File: src/rycc_pkg.sv
// Types and fixed-point weights shared by the RGB to YCbCr 4:2:0 block.
package rycc_pkg;

  typedef struct packed {
    logic [7:0] red_top_left;
    logic [7:0] green_top_left;
    logic [7:0] blue_top_left;
    logic [7:0] red_top_right;
    logic [7:0] green_top_right;
    logic [7:0] blue_top_right;
    logic [7:0] red_bottom_left;
    logic [7:0] green_bottom_left;
    logic [7:0] blue_bottom_left;
    logic [7:0] red_bottom_right;
    logic [7:0] green_bottom_right;
    logic [7:0] blue_bottom_right;
  } rycc_in_t;

  typedef struct packed {
    logic [7:0] luma_top_left;
    logic [7:0] luma_top_right;
    logic [7:0] luma_bottom_left;
    logic [7:0] luma_bottom_right;
    logic [7:0] chroma_blue;
    logic [7:0] chroma_red;
  } rycc_out_t;

  // one pixel, as the lanes see it
  typedef struct packed {
    logic [7:0] red;
    logic [7:0] green;
    logic [7:0] blue;
  } rycc_pix_t;

  localparam int PIX_NUM    = 4;
  localparam int PIPE_DEPTH = 4;

  // luma weights, unsigned
  localparam logic [23:0] LUMA_R_W     = 24'h008819;
  localparam logic [23:0] LUMA_G_W     = 24'h00810F;
  localparam logic [23:0] LUMA_B_W     = 24'h00CF8F;
  localparam logic [23:0] LUMA_ROUND   = 24'h008000;
  localparam logic [7:0]  LUMA_OFFSET  = 8'd16;

  // chroma weights, signed
  localparam logic signed [24:0] CB_R_W = -25'sd19428;
  localparam logic signed [24:0] CB_G_W = -25'sd19070;
  localparam logic signed [24:0] CB_B_W =  25'sd28528;
  localparam logic signed [24:0] CR_R_W =  25'sd28528;
  localparam logic signed [24:0] CR_G_W = -25'sd24103;
  localparam logic signed [24:0] CR_B_W = -25'sd18724;
  localparam logic signed [27:0] CHROMA_ROUND  = 28'sh0020000;
  localparam logic [7:0]         CHROMA_OFFSET = 8'd128;

endpackage

File: src/rycc_luma.sv
// Four-stage luma lane for one pixel.
module rycc_luma import rycc_pkg::*; (
  input  logic       clk,
  input  rycc_pix_t  pix,
  output logic [7:0] luma
);

  logic [23:0] prod_r_r, prod_g_r, prod_b_r;
  logic [22:0] part_r;
  logic [23:0] prod_g2_r;
  logic [23:0] acc_r;
  logic [7:0]  luma_r;

  logic [23:0] prod_r_nxt, prod_g_nxt, prod_b_nxt;
  logic [23:0] part_sum;
  logic [22:0] part_nxt;
  logic [23:0] acc_nxt;
  logic [7:0]  luma_nxt;

  always_comb begin
    prod_r_nxt = LUMA_R_W * {16'd0, pix.red};
    prod_g_nxt = LUMA_G_W * {16'd0, pix.green};
    prod_b_nxt = LUMA_B_W * {16'd0, pix.blue};
    part_sum   = prod_r_r + {2'b00, prod_b_r[23:2]};
    part_nxt   = part_sum[23:1];
    acc_nxt    = {1'b0, part_r} + prod_g2_r + LUMA_ROUND;
    luma_nxt   = acc_r[23:16] + LUMA_OFFSET;
  end

  always_ff @(posedge clk) begin
    prod_r_r  <= prod_r_nxt;
    prod_g_r  <= prod_g_nxt;
    prod_b_r  <= prod_b_nxt;
    part_r    <= part_nxt;
    prod_g2_r <= prod_g_r;
    acc_r     <= acc_nxt;
    luma_r    <= luma_nxt;
  end

  assign luma = luma_r;

endmodule

File: config.mk
export PLATFORM = sky130hd
export DESIGN_NAME = rycc_luma
export DESIGN_NICKNAME = d
export VERILOG_FILES = /design/src/rycc_pkg.sv /design/src/rycc_luma.sv
export SDC_FILE = /design/constraint.sdc
export NUM_CORES = 1
export LEC_CHECK = 0
export BUFFER_PORTS_ARGS = -buffer_cell sky130_fd_sc_hd__buf_2
export CAP_MARGIN = 20
export CELL_PAD_IN_SITES_DETAIL_PLACEMENT = 1
export CELL_PAD_IN_SITES_GLOBAL_PLACEMENT = 1
export CORE_ASPECT_RATIO = 2
export CORE_MARGIN = 4
export CORE_UTILIZATION = 50
export CTS_CLUSTER_DIAMETER = 200
export DETAILED_ROUTE_END_ITERATION = 6
export PLACE_DENSITY = 0.81
export RECOVER_POWER = 25
export SLEW_MARGIN = 20
export SYNTH_ARGS = -nofsm -noshare
export SYNTH_HDL_FRONTEND = slang
export SYNTH_SLANG_ARGS = --single-unit
export TNS_END_PERCENT = 50
File: constraint.sdc
create_clock -name clk -period 5.5 [get_ports clk]
set_input_delay 0.275 -clock clk [delete_from_list [all_inputs] [get_ports clk]]
set_output_delay 0.275 -clock clk [all_outputs]
set_load 0.05 [all_outputs]
==> summary.txt <==
CTS
  – Clock-pin slew on the worst setup and hold paths: approximately 0.070 ns
  – Setup Fix Bufs, Post-CTS: 0
  – Clock tree from TritonCTS: yes
  – Clock sink count: around 130
  – Master cell of the clock root buffer: clkbuf_16
  – Post-cts hold buffer count: 0
  – Number of buffers created by CTS: 17
  – Count of instances resized after the clock tree is built: 0
  – Number of buffers on the longest clock path: 2
  – Clock latency on the worst-skew pair: 0.43 ns
  – Number of levels the H-tree was split into: 4

Timing
  – Setup Total Neg Slack: 0 ns
  – Final-report setup violation count: 0
  – Crit share post-route: 0.790
  – Unrepaired setup endpoints after global routing: false
  – Hold Fails Final Rpt: 0
  – Transition time at the pin with the least slew margin: 0.785 ns
  – Shortest period the worst path allows: 4.35 ns
  – Pins over their slew limit: 0
  – Worst rel slew slack: 0.476
  – Worst clock skew: a little under 0.01 ns
  – Max Freq: 230 MHz

Pwr
  – Pwr Density: 567 mW/mm2
  – Post-layout total power: 6.00 mW
  – Worst vdd ir: 0.255 mV
  – Leak: around 5.4 nW

Worst setup path
  – Type of element capturing the critical path: register
  – Req. time, crit path: between 5 and 6 ns
  – Worst Path Max Fanout: 5
  – Arrival time reported for the critical path endpoint: 4.67 ns
  – Crit Path Category: input port to register
  – Crit start category: input port

Synthesis
  – Total nets after synthesis: ~1200
  – Netlist area before placement: roughly 0.0096 mm2
  – Post-synthesis cell count: ~960
  – Synth Area per Inst: approximately 10 um2
  – Flop and latch count out of synthesis: ~130
  – Commonest register cell after synthesis: dfxtp_1
  – Async set or reset register ratio after synthesis: 0
  – Seq/Total Area, Yosys: 0.278
  – Post-synthesis cell type count: 64
  – Cell type with the highest aggregate area in the netlist: dfxtp_1
  – Number of warnings issued by yosys: 0
  – Area share of the largest cell type after synthesis: 0.278
  – Number of enable flip-flop cells after synthesis: 0
  – Leading cell types by total area after synthesis: dfxtp_1 28%, ha_1 27%, fa_1 11%, inv_1 6.1%, xnor2_1 4.5%

Floorplan
  – Overall die width: about 110 um
  – Initial Utilization: 0.508
  – Floorplan die height: 204 um
  – Overall die area: about 0.022 mm2
  – Core ar.: 0.0188 mm2
  – I/O pins: 33
  – Number of placement rows: slightly above 70

Routing
  – Detail-routed via count per cell: roughly 5.4
  – DRC violation count after routing: 0
  – Final antenna-violating net count: 0
  – Number of search-and-repair iterations in the first detailed-routing pass: 4
  – Via count: between 6000 and 7000
  – Violation count after the first detailed-routing iteration: a little over 90
  – DR WL/cell: ~17 um
  – Routed WL: between 20 and 25 mm

Worst hold path
  – Min-delay worst type: input port to register

Global routing
  – Antenna violations before repair: 0
  – Overall fraction of global-route tracks in use: 0.220
  – Global-route wire length before repair: between 30 and 40 mm
  – Total overflow reported by the global router: 0
  – Vias in the first global route: slightly below 8000
  – Pin count of the biggest net entering global routing: 17

Finish
  – Fraction of layout instances using a drive strength above 1: 0.0799
  – Post-layout net count: 1288
  – Most common cell after layout, fill and taps aside: ha_1
  – Most used cells in the layout excluding fill and tap cells: 210 x ha_1, 156 x inv_1, 133 x dfxtp_1
  – Relative area change from synthesis to final layout: 10.5%
  – Number of antenna diodes: 0
  – Final cell count without fillers: 1269

Placed design
  – Number of placed cells counting well taps: approximately 1200
  – Port Buffer Count: 32
  – Routability Congestion: around 0.87
  – Post-detailed-placement half-perimeter wirelength: between 15 and 20 mm

Outcome
  – Result of the run: completed

Flow run
  – Number of maximum-capacitance constraint violations: 0
-- report_power, final --
part | switching, mW | internal (mW) | total (mW) | leakage (nW)
sequential | 0.134 | 1.39 | 1.52 | 1.12
combinational | 1.96 | 1.44 | 3.40 | 4.02
clock | 0.449 | 0.623 | 1.07 | 0.272
total | 2.54 | 3.46 | 6.00 | 5.41
-- critical path, cell delays in order --
cell	delay, ns
buf_2	0.14
fa_1	0.63
inv_1	0.14
fa_1	0.43
fa_1	0.45
fa_1	0.52
inv_1	0.05
ha_1	0.35
a21oi_1	0.18
o21ai_0	0.17
nand3b_1	0.19
o21ai_0	0.32
nor2_1	0.13
o41ai_1	0.46
nand3_1	0.12
o311ai_0	0.11
-- metrics by stage --
step	hold slack (ns)	util	setup WS, ns	area [um2]
global placement	0.312	0.532	0.773	10000
CTS	0.0628	0.562	1.15	10600
finish	0.127	0.562	1.15	10600
detailed placement	0.314	0.532	0.687	10000
global route	0.110	0.562	0.677	10600
floorplan	0.303	-	1.17	9570
-- metal layers --
metal | share of wire | routed length (um) | track usage | up-vias
met4 | 0.043 | 940 | 0.113 | 0
met2 | 0.63 | 13900 | 0.482 | 86
met5 | 0 | 0 | 0 | -
met3 | 0.016 | 351 | 0.0282 | 55
li1 | - | - | - | 3351
met1 | 0.31 | 6930 | 0.177 | 3352
-- final timing paths --
kind,start,endpoint,slack (ns),depth (start not counted)
max reg2reg,prod_r_r[2]$_DFF_P_,part_r[17]$_DFF_P_,2.67,9
min,pix[12],prod_g_r[19]$_DFF_P_,0.13,2
max,pix[5],prod_b_r[22]$_DFF_P_,1.15,16
min reg2reg,prod_g_r[0]$_DFF_P_,prod_g2_r[0]$_DFF_P_,0.32,0
-- flip-flops by register name, indices dropped and copies added, names as in the netlist --
name and cells:
luma 8, prod_g_r 24, prod_r_r 24, prod_g2_r 24, acc_r 8, prod_b_r 22
part_r 23
-- cell type report --
class                           count  area, um2
Fill cell                        2138       8260
Multi-Input combinational cell    662       6300
Sequential cell                   133       2660
Inverter                          156        586
Clock buffer                       17        425
Tap cell                          255        319
Timing Repair Buffer               32        155
Clock inverter                     14        129
-- Yosys cell counts (2+ instances only) --
| cell | number |
|---|---|
| ha_1 | 210 |
| xor2_1 | 25 |
| o21ai_1 | 7 |
| o211ai_1 | 3 |
| o21a_1 | 7 |
| a21o_2 | 2 |
| o21ai_0 | 26 |
| mux2i_1 | 3 |
| or2_2 | 4 |
| nand2b_1 | 9 |
| o21ai_2 | 2 |
| nand3_1 | 15 |
| a31oi_1 | 7 |
| a311o_1 | 4 |
| nor2b_1 | 9 |
| and3_1 | 8 |
| dfxtp_1 | 133 |
| xnor2_1 | 49 |
| nand4_1 | 7 |
| a21o_1 | 26 |
| nor3_1 | 7 |
| nand2_1 | 35 |
| a21oi_1 | 46 |
| nor2_1 | 37 |
| a211oi_1 | 10 |
| a31o_2 | 3 |
| a311oi_2 | 2 |
| and4_1 | 6 |
| o21bai_1 | 8 |
| nand4b_1 | 3 |
| and2_1 | 3 |
| fa_1 | 51 |
| inv_1 | 156 |
| o31ai_1 | 2 |
-- cell families after synthesis --
| group | count (synthesis) | share of synthesized area |
|---|---|---|
| and+or+nand+nor | 149 | 0.0793 |
| AOI/OAI and AO/OA | 175 | 0.127 |
| DFF | 133 | 0.278 |
| xor gates and xnor gates | 74 | 0.0677 |
| muxes | 3 | 0.00314 |
| adders and majority gates | 261 | 0.381 |
| buffers and inverters | 160 | 0.0637 |
Power figures use the tool's default switching activity.
