$ cat config.mk
export PLATFORM = sky130hd
export DESIGN_NAME = rycc_chroma
export DESIGN_NICKNAME = d
export VERILOG_FILES = /design/src/rycc_pkg.sv /design/src/rycc_chroma.sv
export SDC_FILE = /design/constraint.sdc
export NUM_CORES = 2
export LEC_CHECK = 0
export BUFFER_PORTS_ARGS = -buffer_cell sky130_fd_sc_hd__buf_2
export CORE_UTILIZATION = 50
export DETAILED_ROUTE_END_ITERATION = 10
export GPL_ROUTABILITY_DRIVEN = 0
export PLACE_DENSITY_LB_ADDON = 0.3
export SLEW_MARGIN = 5
export SYNTH_ARGS = -nofsm -noshare
export SYNTH_HDL_FRONTEND = slang
export SYNTH_SLANG_ARGS = --single-unit
$ cat constraint.sdc
create_clock -name clk -period 5.2 [get_ports clk]
set_input_delay 0.26 -clock clk [delete_from_list [all_inputs] [get_ports clk]]
set_output_delay 0.26 -clock clk [all_outputs]
set_load 0.01 [all_outputs]
$ cat src/rycc_pkg.sv
// Types and fixed-point weights shared by the RGB to YCbCr 4:2:0 block.
package rycc_pkg;

  typedef struct packed {
    logic [7:0] red_top_left;
    logic [7:0] green_top_left;
    logic [7:0] blue_top_left;
    logic [7:0] red_top_right;
    logic [7:0] green_top_right;
    logic [7:0] blue_top_right;
    logic [7:0] red_bottom_left;
    logic [7:0] green_bottom_left;
    logic [7:0] blue_bottom_left;
    logic [7:0] red_bottom_right;
    logic [7:0] green_bottom_right;
    logic [7:0] blue_bottom_right;
  } rycc_in_t;

  typedef struct packed {
    logic [7:0] luma_top_left;
    logic [7:0] luma_top_right;
    logic [7:0] luma_bottom_left;
    logic [7:0] luma_bottom_right;
    logic [7:0] chroma_blue;
    logic [7:0] chroma_red;
  } rycc_out_t;

  // one pixel, as the lanes see it
  typedef struct packed {
    logic [7:0] red;
    logic [7:0] green;
    logic [7:0] blue;
  } rycc_pix_t;

  localparam int PIX_NUM    = 4;
  localparam int PIPE_DEPTH = 4;

  // luma weights, unsigned
  localparam logic [23:0] LUMA_R_W     = 24'h008819;
  localparam logic [23:0] LUMA_G_W     = 24'h00810F;
  localparam logic [23:0] LUMA_B_W     = 24'h00CF8F;
  localparam logic [23:0] LUMA_ROUND   = 24'h008000;
  localparam logic [7:0]  LUMA_OFFSET  = 8'd16;

  // chroma weights, signed
  localparam logic signed [24:0] CB_R_W = -25'sd19428;
  localparam logic signed [24:0] CB_G_W = -25'sd19070;
  localparam logic signed [24:0] CB_B_W =  25'sd28528;
  localparam logic signed [24:0] CR_R_W =  25'sd28528;
  localparam logic signed [24:0] CR_G_W = -25'sd24103;
  localparam logic signed [24:0] CR_B_W = -25'sd18724;
  localparam logic signed [27:0] CHROMA_ROUND  = 28'sh0020000;
  localparam logic [7:0]         CHROMA_OFFSET = 8'd128;

endpackage

$ cat src/rycc_chroma.sv
// Four-stage Cb/Cr path: products, per-pixel terms, pair sums, total and scale.
module rycc_chroma import rycc_pkg::*; (
  input  logic       clk,
  input  rycc_pix_t  pix [PIX_NUM],
  output logic [7:0] chroma_blue,
  output logic [7:0] chroma_red
);

  logic signed [24:0] cb_pr_r [PIX_NUM];
  logic signed [24:0] cb_pg_r [PIX_NUM];
  logic signed [24:0] cb_pb_r [PIX_NUM];
  logic signed [24:0] cr_pr_r [PIX_NUM];
  logic signed [24:0] cr_pg_r [PIX_NUM];
  logic signed [24:0] cr_pb_r [PIX_NUM];
  logic signed [24:0] cb_term_r [PIX_NUM];
  logic signed [24:0] cr_term_r [PIX_NUM];
  logic signed [25:0] cb_pair_r [2];
  logic signed [25:0] cr_pair_r [2];
  logic [7:0]         cb_r, cr_r;

  logic signed [24:0] cb_term_nxt [PIX_NUM];
  logic signed [24:0] cr_term_nxt [PIX_NUM];
  logic signed [25:0] cb_pair_nxt [2];
  logic signed [25:0] cr_pair_nxt [2];
  logic signed [27:0] cb_tot, cr_tot;
  logic [7:0]         cb_nxt, cr_nxt;

  always_ff @(posedge clk) begin
    for (int p = 0; p < PIX_NUM; p++) begin
      cb_pr_r[p] <= $signed({17'd0, pix[p].red})   * CB_R_W;
      cb_pg_r[p] <= $signed({17'd0, pix[p].green}) * CB_G_W;
      cb_pb_r[p] <= $signed({17'd0, pix[p].blue})  * CB_B_W;
      cr_pr_r[p] <= $signed({17'd0, pix[p].red})   * CR_R_W;
      cr_pg_r[p] <= $signed({17'd0, pix[p].green}) * CR_G_W;
      cr_pb_r[p] <= $signed({17'd0, pix[p].blue})  * CR_B_W;
    end
  end

  // arithmetic shifts floor, matching the term definitions
  always_comb begin
    for (int p = 0; p < PIX_NUM; p++) begin
      cb_term_nxt[p] = (cb_pr_r[p] >>> 1) + cb_pg_r[p] + cb_pb_r[p];
      cr_term_nxt[p] = cr_pr_r[p] + cr_pg_r[p] + (cr_pb_r[p] >>> 2);
    end
    for (int k = 0; k < 2; k++) begin
      cb_pair_nxt[k] = 26'(cb_term_r[2*k]) + 26'(cb_term_r[2*k+1]);
      cr_pair_nxt[k] = 26'(cr_term_r[2*k]) + 26'(cr_term_r[2*k+1]);
    end
    cb_tot = 28'(cb_pair_r[0]) + 28'(cb_pair_r[1]) + CHROMA_ROUND;
    cr_tot = 28'(cr_pair_r[0]) + 28'(cr_pair_r[1]) + CHROMA_ROUND;
    cb_nxt = cb_tot[25:18] + CHROMA_OFFSET;
    cr_nxt = cr_tot[25:18] + CHROMA_OFFSET;
  end

  always_ff @(posedge clk) begin
    cb_term_r <= cb_term_nxt;
    cr_term_r <= cr_term_nxt;
    cb_pair_r <= cb_pair_nxt;
    cr_pair_r <= cr_pair_nxt;
    cb_r      <= cb_nxt;
    cr_r      <= cr_nxt;
  end

  assign chroma_blue = cb_r;
  assign chroma_red  = cr_r;

endmodule

==> run metrics <==
Crit path arrival time about 5500 ps; top cells by count, synth 1815 x inv_1, 1522 x ha_1, 964 x fa_1; Die Ht slightly above 400 um; Yosys top cell by area fa_1; register bit total from synthesis 818; row cnt 149; via count a little under 60000; Root Buffer clkbuf_16; Non-Filler Instances about 11000; RSZ-0062 raised after global routing no; TritonCTS clock tree done; Worst Hold Slack a little under 70 ps; Layout Nets 11400; first-pass GRT wire length ~320000 um; synth warn 0; top-count cell post-synth inv_1; Ports 113; final worst path period share 93.5%; clock buffer count from CTS 96; Period minus WS final 4860 ps; failing checks DRC; vias in the first global route 60700; Avg WL per Cell 18.0 um; CP Data Required Time 5800 ps; Inst Count DP 10800; Synth top area share 23.2%; drt drc 24; unique cell type count in the Yosys netlist 83; H-Tree Depth 3; insertion delay to the later sink of the worst-skew pair 730 ps; endpoints failing setup 0; relative slew slack 45.8%; top area cells in the synthesized netlist fa_1 23%, ha_1 23%, dfxtp_1 20%; DRT Pass-1 Iters 11; Worst-path clk slew 60 ps; post-DR vias/cell 5.28; Final Slew Violations 0; sequential cell area fraction in the yosys report 19.7%; Worst-Margin Slew between 800 and 900 ps; outcome complete, but fails checks; final WL 199000 um; Max FO, Critical Path 7; CTS sink cnt 818; Initial DRC Count 3321; WS Path Type primary input to register; Placeable Area 0.165 mm^2; PortBufs 112; Startpoint Class primary input; Initial Utilization roughly half; Max Buffers Root-to-Sink 3; Top FF cell, synth dfxtp_1; gr usage total ~24%; hold crit path type primary input to register; Synth Cell Area 0.0832 mm^2; die area 0.168 mm^2; Area Overhead vs Synth 8.38%; syn_nets ~11000; Hold Vio Cnt, Final 0; Die X 410 um; Critical Path End Type register; # fillers 14500; Worst Clk Skew 29.6 ps; Overflow after GRT 0; antenna violations before repair 18; fmax 206 MHz; max_cap viols 0; cts repair resizes 0; syn avg cell area 9.76 um^2; TNS Setup 0 ps; layout cells sized above 1 4.29%; largest net degree at the start of global routing 17; Synth async-reset ratio 0%; DP HPWL 171000 um; fin util 54.6%; Cells after Synth 8526; DRT antenna net count 0; Post-synth EDFFs 0
-- cell type report --
cell class | count | area (um^2) | area share [%]
Tap cell | 2189 | 2740 | 3.04
Sequential cell | 818 | 16400 | 18.2
Clock inverter | 68 | 684 | 0.759
Timing Repair Buffer | 166 | 1050 | 1.17
Multi-Input combinational cell | 5876 | 59900 | 66.5
Antenna cell | 7 | 17.5 | 0.0194
Clock buffer | 112 | 2540 | 2.82
Inverter | 1815 | 6810 | 7.56
-- critical path, cell delays in order --
cell           delay (ps)
dlygate4sd3_1         540
buf_2                 190
fa_1                  590
inv_1                  60
fa_1                  540
inv_1                  80
fa_1                  510
inv_1                  60
fa_1                  500
inv_1                  50
ha_1                  340
a21oi_1               260
o21ai_1               120
a2111o_1              450
a31oi_1               260
nor3_1                 80
nor3_1                280
a22oi_1               130
xor2_1                170
-- kinds of logic after synthesis --
group	count (synthesis)	share of synthesized area [%]
compound gates	1495	11.8
xor+xnor	651	6.85
fa+ha+maj	2486	46.1
buf+inv	1832	8.27
flops	818	19.7
mux	9	0.111
simple gates	1235	7.23
-- placed cells by master (no fill, tap or decap), drive strengths merged, types with 13 or more instances in the layout --
cell | Yosys | final
or3 | 36 | 36
o41ai | 13 | 13
fa | 964 | 964
nand4 | 34 | 34
inv | 1815 | 1833
nand2b | 66 | 66
nor2 | 345 | 345
a41oi | 17 | 17
and2 | 26 | 26
a21boi | 22 | 22
and3 | 65 | 65
nor3 | 136 | 136
buf | 2 | 131
xnor2 | 477 | 477
clkinvlp | 0 | 15
nor2b | 77 | 77
clkbuf | 15 | 112
a31oi | 35 | 35
a21o | 249 | 249
nand3 | 135 | 135
clkinv | 0 | 29
nand2 | 233 | 233
dlygate4sd3 | 0 | 35
or2 | 27 | 27
o31ai | 25 | 25
a2111oi | 27 | 27
a211o | 19 | 19
o21bai | 83 | 83
o211ai | 17 | 17
dfxtp | 818 | 818
a221oi | 15 | 15
nor4 | 15 | 15
a211oi | 57 | 57
o21a | 73 | 73
a21oi | 499 | 499
ha | 1522 | 1522
a31o | 18 | 18
xor2 | 174 | 174
o21ai | 237 | 237
-- path summary, 6_finish.rpt --
check	start	end	slack, ps	cells after the start
worst max-delay path	pix[8]	cr_pg_r[3][23]	340	19
worst min-delay path	pix[38]	cb_pg_r[2][6]	70	2
worst max register to register	cr_pb_r[2][0]	cb_term_r[49]	1430	11
worst min register to register	cr_term_r[25]	cr_pair_r[0]	440	1
-- metal layers --
| layer | global-route usage (%) | part of all wire (%) | up-vias |
|---|---|---|---|
| li1 | - | - | 28500 |
| met1 | 31.4 | 44 | 28200 |
| met2 | 40.3 | 47 | 1232 |
| met3 | 3.28 | 4.6 | 348 |
| met4 | 8.90 | 4.1 | 2 |
| met5 | 0 | 0.0065 | - |
-- sequential cells by signal, summed over array words and instances, names as in the netlist --
name	count
cr_pg_r	100
cr_term_r	100
cr_pb_r	90
chroma_red	8
cb_pair_r	50
cr_pr_r	76
cb_pr_r	84
cb_pg_r	84
cr_pair_r	52
cb_term_r	96
chroma_blue	8
cb_pb_r	70
-- per-stage QoR --
stage / worst slack (ps) / instance area [um^2]
2_1_floorplan: 515 / 83200
3_3_place_gp: 260 / 86600
3_5_place_dp: 191 / 86600
4_1_cts: 401 / 90100
5_1_grt: 52.7 / 90200
6_report: 338 / 90200
-- what timing repair did --
action                                  4_1_cts  5_1_grt
setup buffers                                 0        0
endpoints found under the setup margin        0        0
hold buffers                                 35        0
endpoints found under the hold margin        39        0
Power is left out: the tool's default activity adds up to more than one toggle a clock period on the data nets, which glitch-free logic cannot reach.
